--- src/hdl/calendar_day_difference_core_assert.svh ---
// Assertion macros for the date difference core.
// CDD_ASSERT checks a property with reset masking; CDD_ASSERT_NR checks it at every edge.
`ifndef CALENDAR_DAY_DIFFERENCE_CORE_ASSERT_SVH
`define CALENDAR_DAY_DIFFERENCE_CORE_ASSERT_SVH
`ifndef SYNTH
`define CDD_ASSERT(lbl, clk, rst, prop, msg) \
   lbl: assert property (@(posedge clk) disable iff (rst) prop) else $error(msg);
`define CDD_ASSERT_NR(lbl, clk, prop, msg) \
   lbl: assert property (@(posedge clk) prop) else $error(msg);
`else
`define CDD_ASSERT(lbl, clk, rst, prop, msg)
`define CDD_ASSERT_NR(lbl, clk, prop, msg)
`endif
`endif

--- src/hdl/cdd_pkg.sv ---
package cdd_pkg;

   localparam int DAY_W  = 5;
   localparam int MON_W  = 4;
   localparam int YEAR_W = 14;
   localparam int DN_W   = 23;   // day number since 0000-01-01, up to year 16383
   localparam int DAYS_W = 22;
   localparam int Q100_W = 8;    // year / 100 for a 14-bit year
   localparam int CORR_W = 13;   // leap day correction p/4 - p/100 + p/400

   localparam int MAX_YEAR = 9999;

   localparam logic [DAYS_W-1:0] DAYS_MAX = '1;

   // year / 100 == (year * 5243) >> 19, exact for 14-bit years
   localparam int RECIP_100   = 5243;
   localparam int RECIP_SHIFT = 19;
   localparam int RECIP_W     = YEAR_W + 13;

   localparam logic [MON_W-1:0] MON_JAN = 4'd1;
   localparam logic [MON_W-1:0] MON_FEB = 4'd2;
   localparam logic [MON_W-1:0] MON_DEC = 4'd12;

   typedef enum logic [1:0] {
      ORD_EQUAL   = 2'b00,
      ORD_LATER   = 2'b01,
      ORD_EARLIER = 2'b11
   } order_type;

   // per-stage advance strobes for the day-number pipe
   typedef struct packed {
      logic s1;
      logic s2;
      logic s3;
   } stage_en_type;

   function automatic logic [8:0] days_before(input logic [MON_W-1:0] mon);
      logic [8:0] r;
      case (mon)
         4'd2:    r = 9'd31;
         4'd3:    r = 9'd59;
         4'd4:    r = 9'd90;
         4'd5:    r = 9'd120;
         4'd6:    r = 9'd151;
         4'd7:    r = 9'd181;
         4'd8:    r = 9'd212;
         4'd9:    r = 9'd243;
         4'd10:   r = 9'd273;
         4'd11:   r = 9'd304;
         4'd12:   r = 9'd334;
         default: r = 9'd0;
      endcase
      return r;
   endfunction

   function automatic logic [DAY_W-1:0] month_len(input logic [MON_W-1:0] mon,
                                                  input logic leap);
      logic [DAY_W-1:0] r;
      case (mon)
         4'd2:    r = leap ? 5'd29 : 5'd28;
         4'd4, 4'd6, 4'd9, 4'd11: r = 5'd30;
         default: r = 5'd31;
      endcase
      return r;
   endfunction

endpackage

--- src/hdl/cdd_day_number.sv ---
module cdd_day_number #(
   parameter int MAX_YEAR = cdd_pkg::MAX_YEAR
) (
   input  logic                       clock,
   input  cdd_pkg::stage_en_type      en,
   input  logic [cdd_pkg::DAY_W-1:0]  day,
   input  logic [cdd_pkg::MON_W-1:0]  month,
   input  logic [cdd_pkg::YEAR_W-1:0] year,
   output logic [cdd_pkg::DN_W-1:0]   day_num,
   output logic                       date_ok
);
   import cdd_pkg::*;

   // stage 1: reciprocal multiplies for year/100 and (year-1)/100
   logic [DAY_W-1:0]   day_s1_ff;
   logic [MON_W-1:0]   mon_s1_ff;
   logic [YEAR_W-1:0]  year_s1_ff;
   logic [Q100_W-1:0]  q100y_s1_ff, q100y_s1_in;
   logic [Q100_W-1:0]  q100p_s1_ff, q100p_s1_in;
   logic [YEAR_W-1:0]  prev_year;
   logic [RECIP_W-1:0] prod_y, prod_p;

   assign prev_year   = year - YEAR_W'(1);
   assign prod_y      = RECIP_W'(year) * RECIP_W'(RECIP_100);
   assign prod_p      = RECIP_W'(prev_year) * RECIP_W'(RECIP_100);
   assign q100y_s1_in = Q100_W'(prod_y >> RECIP_SHIFT);
   assign q100p_s1_in = Q100_W'(prod_p >> RECIP_SHIFT);

   always_ff @(posedge clock) begin
      if (en.s1) begin
         day_s1_ff   <= day;
         mon_s1_ff   <= month;
         year_s1_ff  <= year;
         q100y_s1_ff <= q100y_s1_in;
         q100p_s1_ff <= q100p_s1_in;
      end
   end

   // stage 2: leap flag, 365*year and leap correction
   logic [DAY_W-1:0]  day_s2_ff;
   logic [MON_W-1:0]  mon_s2_ff;
   logic [DN_W-1:0]   base_s2_ff, base_s2_in;
   logic [CORR_W-1:0] corr_s2_ff, corr_s2_in;
   logic              leap_s2_ff, leap_s2_in;
   logic              yok_s2_ff, yok_s2_in;
   logic [YEAR_W-1:0] rem100, prev_s1;
   logic              year_zero;

   assign year_zero = (year_s1_ff == '0);
   assign prev_s1   = year_s1_ff - YEAR_W'(1);
   assign rem100    = year_s1_ff - (YEAR_W'(q100y_s1_ff) * YEAR_W'(100));
   assign leap_s2_in = ((year_s1_ff[1:0] == 2'b00) && (rem100 != '0)) ||
                       ((rem100 == '0) && (q100y_s1_ff[1:0] == 2'b00));
   assign base_s2_in = year_zero ? '0 :
                       DN_W'(DN_W'(year_s1_ff) * DN_W'(365) + DN_W'(1));
   assign corr_s2_in = year_zero ? '0 :
                       CORR_W'(prev_s1 >> 2) + CORR_W'(q100p_s1_ff >> 2)
                       - CORR_W'(q100p_s1_ff);
   assign yok_s2_in  = ({2'b00, year_s1_ff} <= 16'(MAX_YEAR));

   always_ff @(posedge clock) begin
      if (en.s2) begin
         day_s2_ff  <= day_s1_ff;
         mon_s2_ff  <= mon_s1_ff;
         base_s2_ff <= base_s2_in;
         corr_s2_ff <= corr_s2_in;
         leap_s2_ff <= leap_s2_in;
         yok_s2_ff  <= yok_s2_in;
      end
   end

   // stage 3: final sum and range check of day and month
   logic [DN_W-1:0] day_num_ff, day_num_in;
   logic            date_ok_ff, date_ok_in;
   logic            mon_ok, leap_add;

   assign mon_ok   = (mon_s2_ff >= MON_JAN) && (mon_s2_ff <= MON_DEC);
   assign leap_add = (mon_s2_ff > MON_FEB) && leap_s2_ff;
   assign date_ok_in = mon_ok && yok_s2_ff && (day_s2_ff != '0) &&
                       (day_s2_ff <= month_len(mon_s2_ff, leap_s2_ff));
   assign day_num_in = base_s2_ff + DN_W'(corr_s2_ff) + DN_W'(days_before(mon_s2_ff))
                       + DN_W'(leap_add) + DN_W'(day_s2_ff) - DN_W'(1);

   always_ff @(posedge clock) begin
      if (en.s3) begin
         day_num_ff <= day_num_in;
         date_ok_ff <= date_ok_in;
      end
   end

   assign day_num = day_num_ff;
   assign date_ok = date_ok_ff;

endmodule

--- src/hdl/calendar_day_difference_core.sv ---
// Gregorian date difference core. Each input transaction carries two dates
// (day, month, year); each output transaction gives the absolute number of days
// between them (zero unless both are valid, saturating at the 22-bit maximum),
// their order (year, then month, then day, compared on the raw fields), and a
// validity flag per date. Years 0 to MAX_YEAR are accepted, year 0 being a leap
// year. The core is a four-stage pipeline: a transaction can enter every cycle
// unless back-pressure has filled every stage. The stages are the reciprocal
// multiply for year/100, the 365*year product with the leap flag and leap
// correction, the day-number sum with the range check, and the final subtract
// and saturate in the output register. Each stage holds its contents while the
// one after it is full and stalled, so empty stages still fill under
// back-pressure and no transaction is dropped or repeated.
`include "calendar_day_difference_core_assert.svh"

module calendar_day_difference_core #(
   parameter int MAX_YEAR = cdd_pkg::MAX_YEAR
) (
   input  logic        clock,
   input  logic        reset,
   input  logic        req_tvalid,
   output logic        req_tready,
   // [4:0] first_day, [8:5] first_month, [22:9] first_year,
   // [27:23] second_day, [31:28] second_month, [45:32] second_year, [47:46] zero
   input  logic [47:0] req_tdata,
   output logic        rsp_tvalid,
   input  logic        rsp_tready,
   // [21:0] days_apart, [23:22] order, [24] first_valid, [25] second_valid,
   // [31:26] zero
   output logic [31:0] rsp_tdata
);
   import cdd_pkg::*;

   // unpack request
   logic [DAY_W-1:0]  first_day, second_day;
   logic [MON_W-1:0]  first_month, second_month;
   logic [YEAR_W-1:0] first_year, second_year;

   assign first_day    = req_tdata[4:0];
   assign first_month  = req_tdata[8:5];
   assign first_year   = req_tdata[22:9];
   assign second_day   = req_tdata[27:23];
   assign second_month = req_tdata[31:28];
   assign second_year  = req_tdata[45:32];

   // stage valids and advance strobes; a stage moves when empty or when the next moves
   logic         v1_ff, v2_ff, v3_ff, vo_ff;
   logic         en_o;
   stage_en_type en;

   assign en_o  = !vo_ff || rsp_tready;
   assign en.s3 = !v3_ff || en_o;
   assign en.s2 = !v2_ff || en.s3;
   assign en.s1 = !v1_ff || en.s2;
   assign req_tready = en.s1;

   always_ff @(posedge clock) begin
      if (reset) begin
         v1_ff <= 1'b0;
         v2_ff <= 1'b0;
         v3_ff <= 1'b0;
         vo_ff <= 1'b0;
      end else begin
         if (en.s1) v1_ff <= req_tvalid;
         if (en.s2) v2_ff <= v1_ff;
         if (en.s3) v3_ff <= v2_ff;
         if (en_o)  vo_ff <= v3_ff;
      end
   end

   // order on the raw fields, carried alongside the day-number pipe
   logic [22:0] key_first, key_second;
   order_type   ord_s1_ff, ord_s1_in, ord_s2_ff, ord_s3_ff;

   assign key_first  = {first_year, first_month, first_day};
   assign key_second = {second_year, second_month, second_day};
   assign ord_s1_in  = (key_first > key_second) ? ORD_LATER :
                       (key_first < key_second) ? ORD_EARLIER : ORD_EQUAL;

   always_ff @(posedge clock) begin
      if (en.s1) ord_s1_ff <= ord_s1_in;
      if (en.s2) ord_s2_ff <= ord_s1_ff;
      if (en.s3) ord_s3_ff <= ord_s2_ff;
   end

   // day numbers of both dates
   logic [DN_W-1:0] dn_first, dn_second;
   logic            ok_first, ok_second;

   cdd_day_number #(
      .MAX_YEAR (MAX_YEAR)
   ) u_first (
      .clock   (clock),
      .en      (en),
      .day     (first_day),
      .month   (first_month),
      .year    (first_year),
      .day_num (dn_first),
      .date_ok (ok_first)
   );

   cdd_day_number #(
      .MAX_YEAR (MAX_YEAR)
   ) u_second (
      .clock   (clock),
      .en      (en),
      .day     (second_day),
      .month   (second_month),
      .year    (second_year),
      .day_num (dn_second),
      .date_ok (ok_second)
   );

   // output stage: absolute difference, saturated
   logic [DN_W-1:0]   diff;
   logic [DAYS_W-1:0] days_ff, days_in;
   order_type         ord_o_ff;
   logic              fv_ff, sv_ff;

   assign diff    = (dn_first > dn_second) ? (dn_first - dn_second)
                                           : (dn_second - dn_first);
   assign days_in = !(ok_first && ok_second) ? '0 :
                    diff[DN_W-1] ? DAYS_MAX : diff[DAYS_W-1:0];

   always_ff @(posedge clock) begin
      if (en_o) begin
         days_ff  <= days_in;
         ord_o_ff <= ord_s3_ff;
         fv_ff    <= ok_first;
         sv_ff    <= ok_second;
      end
   end

   assign rsp_tvalid = vo_ff;
   assign rsp_tdata  = {6'b000000, sv_ff, fv_ff, ord_o_ff, days_ff};

   // checks
   `CDD_ASSERT(a_days_need_valid, clock, reset, (vo_ff && (days_ff != '0)) |-> (fv_ff && sv_ff), "nonzero day count with an invalid date")
   `CDD_ASSERT(a_equal_zero_days, clock, reset, (vo_ff && (ord_o_ff == ORD_EQUAL)) |-> (days_ff == '0), "equal dates with nonzero day count")
   `CDD_ASSERT(a_accept_fills_s1, clock, reset, (req_tvalid && req_tready) |=> v1_ff, "accepted transaction not captured in first stage")
   `CDD_ASSERT(a_stall_holds_s3, clock, reset, (v3_ff && !en_o) |=> v3_ff, "stalled transaction lost from third stage")

endmodule

--- config.mk ---
export PLATFORM = sky130hd
export DESIGN_NAME = calendar_day_difference_core
export DESIGN_NICKNAME = d
export VERILOG_FILES = /design/src/hdl/cdd_pkg.sv /design/src/hdl/cdd_day_number.sv /design/src/hdl/calendar_day_difference_core.sv
export VERILOG_INCLUDE_DIRS = /design/src /design/src/hdl
export SDC_FILE = /design/constraint.sdc
export NUM_CORES = 2
export LEC_CHECK = 0
export CORE_UTILIZATION = 25
export DETAILED_ROUTE_END_ITERATION = 7
export DONT_BUFFER_PORTS = 1
export PLACE_DENSITY_LB_ADDON = 0.05
export SETUP_SLACK_MARGIN = 0.2
export SYNTH_ARGS = -nofsm -noshare
export SYNTH_HDL_FRONTEND = slang
export SYNTH_SLANG_ARGS = --single-unit
--- constraint.sdc ---
create_clock -name clock -period 18.7 [get_ports clock]
set_input_delay 3.74 -clock clock [delete_from_list [all_inputs] [get_ports clock]]
set_output_delay 3.74 -clock clock [all_outputs]
set_load 0.01 [all_outputs]
==> metrics <==
outcome=finished clean; vias per cell=4.13; Worst EP required=19.01 ns; gr ovfl total=0; Sum Neg Setup Slack=0 ns; Slew HR=between 30% and 40%; post-synth top area share=between 20% and 30%; clock tree buffer depth=3; Avg Inst Size Synth=9.93 um2; met1 usage=between 10% and 20%; Synth async-reset ratio=0%; Compound-Gate Fraction of Synth Area=between 8 and 9%; hpwl dp=between 80 and 90 mm; sequential share of the synthesized area=between 20% and 30%; Fillers=16400; DR pass1 iterations=4; critical path buffer and inverter count=6; busiest grt layer=met2; cell count after synthesis=3910; M2 GR Usage=20.6%; initial antenna violation count=11; Worst setup SP type=primary input; post_cts resized=0; global-route wire length before repair=approximately 160 mm; met3 usage=between 2 and 2.5%; CTS tree=done; RSZ-0062 raised after global routing=no; # setup viols final=0; CTS clk-pin slew, worst paths=0.06 ns; Slew @ Worst Pin=roughly 0.97 ns; most frequent cell on the critical path=inv_1; HP Class=register to register; Placed Cells=5929; largest net degree at the start of global routing=between 50 and 60; Placer Congestion=between 0.7 and 0.8; P&R area growth vs syn=9.45%; Worst Setup Path Type=primary input to register; slowest CP cell=a2111oi_0; total number of vias=between 20000 and 25000; Final Cell Area=42500 um2; area post-placement=between 40000 and 50000 um2; Seq cells post-synth=roughly 270; Final min period=between 10 and 15 ns; Core Area=around 150000 um2; hold_buf cts=0; io pins=86; Root Buffer Master=clkbuf_16; CP peak stage delay=between 0.7 and 0.8 ns; Post-synth top flop=edfxtp_1; commonest cells after routing, fill and taps aside=inv_1 (1002), ha_1 (857), fa_1 (380); most common cell after layout, fill and taps aside=inv_1; Worst setup EP type=register; vias in the first global route=approximately 27000; Post-CTS Setup Bufs=0; # rows=approximately 140; yosys warns=0; Finished Layout Cells=about 6000; EDFF count, synth=roughly 250; CP max FO=7; simple-gate share of the synthesized area=7.48%; Synth area leader=ha_1; mux share of post-synthesis cell area=less than 1%; number of H-tree levels=2; post-synthesis xor/xnor area fraction=between 4 and 5%; top cells by area, synth=ha_1 (28%), fa_1 (20%), edfxtp_1 (19%); Mapped Area=38800 um2; WP data arrival=roughly 11 ns; share of cells above drive strength 1=2.81%; Max Cap Viol=0; pins over their slew limit=0; Post-Synth Adder-Cell Area=approximately 47%; # port buffers=0; Routed WL per cell=between 15 and 20 um; Period Utilization, post-route=58.6%; delay-heaviest family, CP=compound AO/OA/AOI/OAI gates; Die Footprint=roughly 160000 um2; hold_ws=about 0.42 ns; total track usage=approximately 13%; Clk Latency, worst-skew pair=approximately 0.56 ns; largest family of logic cells by synthesized area=adder cells; Detail Route Antenna Nets=0; DRC errors left=0; Clock Sinks=274; Die Y=~400 um; fin nets=~5200; Die W=about 400 um; Num CTS Buffers=37; Fin Clk Skew=0.0272 ns; final wirelength=96.8 mm; Starting DRT DRC Count=slightly above 700; final hold violation count=0; Cell variety after synth=84; Initial Utilization=around a quarter; Max Fclk=0.0912 GHz
[metal layers]
layer,up-vias,share of wire [%]
li1,12800,-
met1,11700,51
met2,174,45
met3,78,3.3
met4,20,1.2
met5,-,0.17
[final timing paths]
path,startpoint,to,slack [ns],cells past startpoint
worst max register to register,u_first.year_s1_ff[4],u_first.base_s2_ff[22],13.36,19
worst min-delay path,u_second.day_s1_ff[1],u_second.day_s2_ff[1],0.42,0
worst min register to register,u_second.day_s1_ff[1],u_second.day_s2_ff[1],0.42,0
worst max-delay path,req_tdata[10],u_first.q100p_s1_ff[7],7.73,26
[synthesized netlist by cell type, types with 4 or more instances]
| cell type | count |
|---|---|
| a2111oi_0 | 5 |
| a211o_1 | 8 |
| a211oi_1 | 14 |
| a21boi_0 | 26 |
| a21o_1 | 56 |
| a21oi_1 | 174 |
| a31o_2 | 6 |
| a31oi_1 | 17 |
| and3_1 | 22 |
| and4_1 | 4 |
| buf_2 | 9 |
| buf_4 | 12 |
| buf_6 | 7 |
| clkbuf_1 | 12 |
| dfxtp_1 | 22 |
| edfxtp_1 | 252 |
| fa_1 | 380 |
| ha_1 | 857 |
| inv_1 | 1002 |
| mux2i_1 | 23 |
| nand2_1 | 131 |
| nand2b_1 | 30 |
| nand3_1 | 34 |
| nand3b_1 | 4 |
| nand4_1 | 20 |
| nor2_1 | 159 |
| nor2b_1 | 47 |
| nor3_1 | 72 |
| nor4_1 | 10 |
| o211a_1 | 4 |
| o211ai_1 | 4 |
| o21a_1 | 21 |
| o21ai_0 | 117 |
| o21ai_1 | 5 |
| o21ba_2 | 4 |
| o21bai_1 | 21 |
| o221ai_1 | 5 |
| o311ai_0 | 4 |
| o31a_1 | 4 |
| o31ai_1 | 4 |
| o41ai_1 | 5 |
| or3_1 | 16 |
| or4_1 | 9 |
| xnor2_1 | 154 |
| xor2_1 | 60 |
[kinds of logic (layout without fill, tap and decap cells)]
kind of cell	Yosys count	after routing
AOI/OAI and AO/OA	530	530
and+or+nand+nor	583	583
DFF	274	274
xor gates and xnor gates	214	214
buffers and inverters	1043	1080
muxes	28	28
adders and majority gates	1237	1237
other	1	8
[stage by stage]
step | setup slack, ns | utilization, %
global route | 7.17 | 27.6
floorplan | 8.79 | -
finish | 7.73 | 27.6
CTS | 7.66 | 27.6
detailed placement | 7.04 | 26.8
global placement | 7.09 | 26.8
[worst reg2reg max path: cells and delay by family, from the launching register on]
| family | cells | cell delay (ns) |
|---|---|---|
| flops | 1 | 0.56 |
| fa+ha+maj | 5 | 2.03 |
| compound gates | 8 | 1.97 |
| xor+xnor | 1 | 0.18 |
| buf+inv | 4 | 0.24 |
| simple gates | 1 | 0.06 |
[state kept, by name, summed over array words and instances, names as in the netlist, 8 cells and up, named ones only]
signal                cells
u_second.day_num         23
u_second.corr_s2_ff      13
u_first.corr_s2_ff       13
u_second.q100y_s1_ff      8
u_first.year_s1_ff       14
u_first.day_num          23
u_first.q100y_s1_ff       8
u_second.q100p_s1_ff      8
u_second.year_s1_ff      14
u_first.base_s2_ff       23
u_second.base_s2_ff      23
days_ff                  22
u_first.q100p_s1_ff       8
[final cells by class]
class | instances | area, um2 | share of cell area (%)
multi-input combinational | 2598 | 26800 | 63.1
clock buffer | 39 | 933 | 2.20
antenna | 2 | 5.00 | 0.0118
clock inverter | 28 | 310 | 0.730
timing repair buffer | 10 | 75.1 | 0.177
inverter | 1003 | 3770 | 8.87
sequential | 274 | 8010 | 18.9
tap | 2044 | 2560 | 6.02
Power is left out: the tool's default activity adds up to more than one toggle a clock period on the data nets, which glitch-free logic cannot reach.
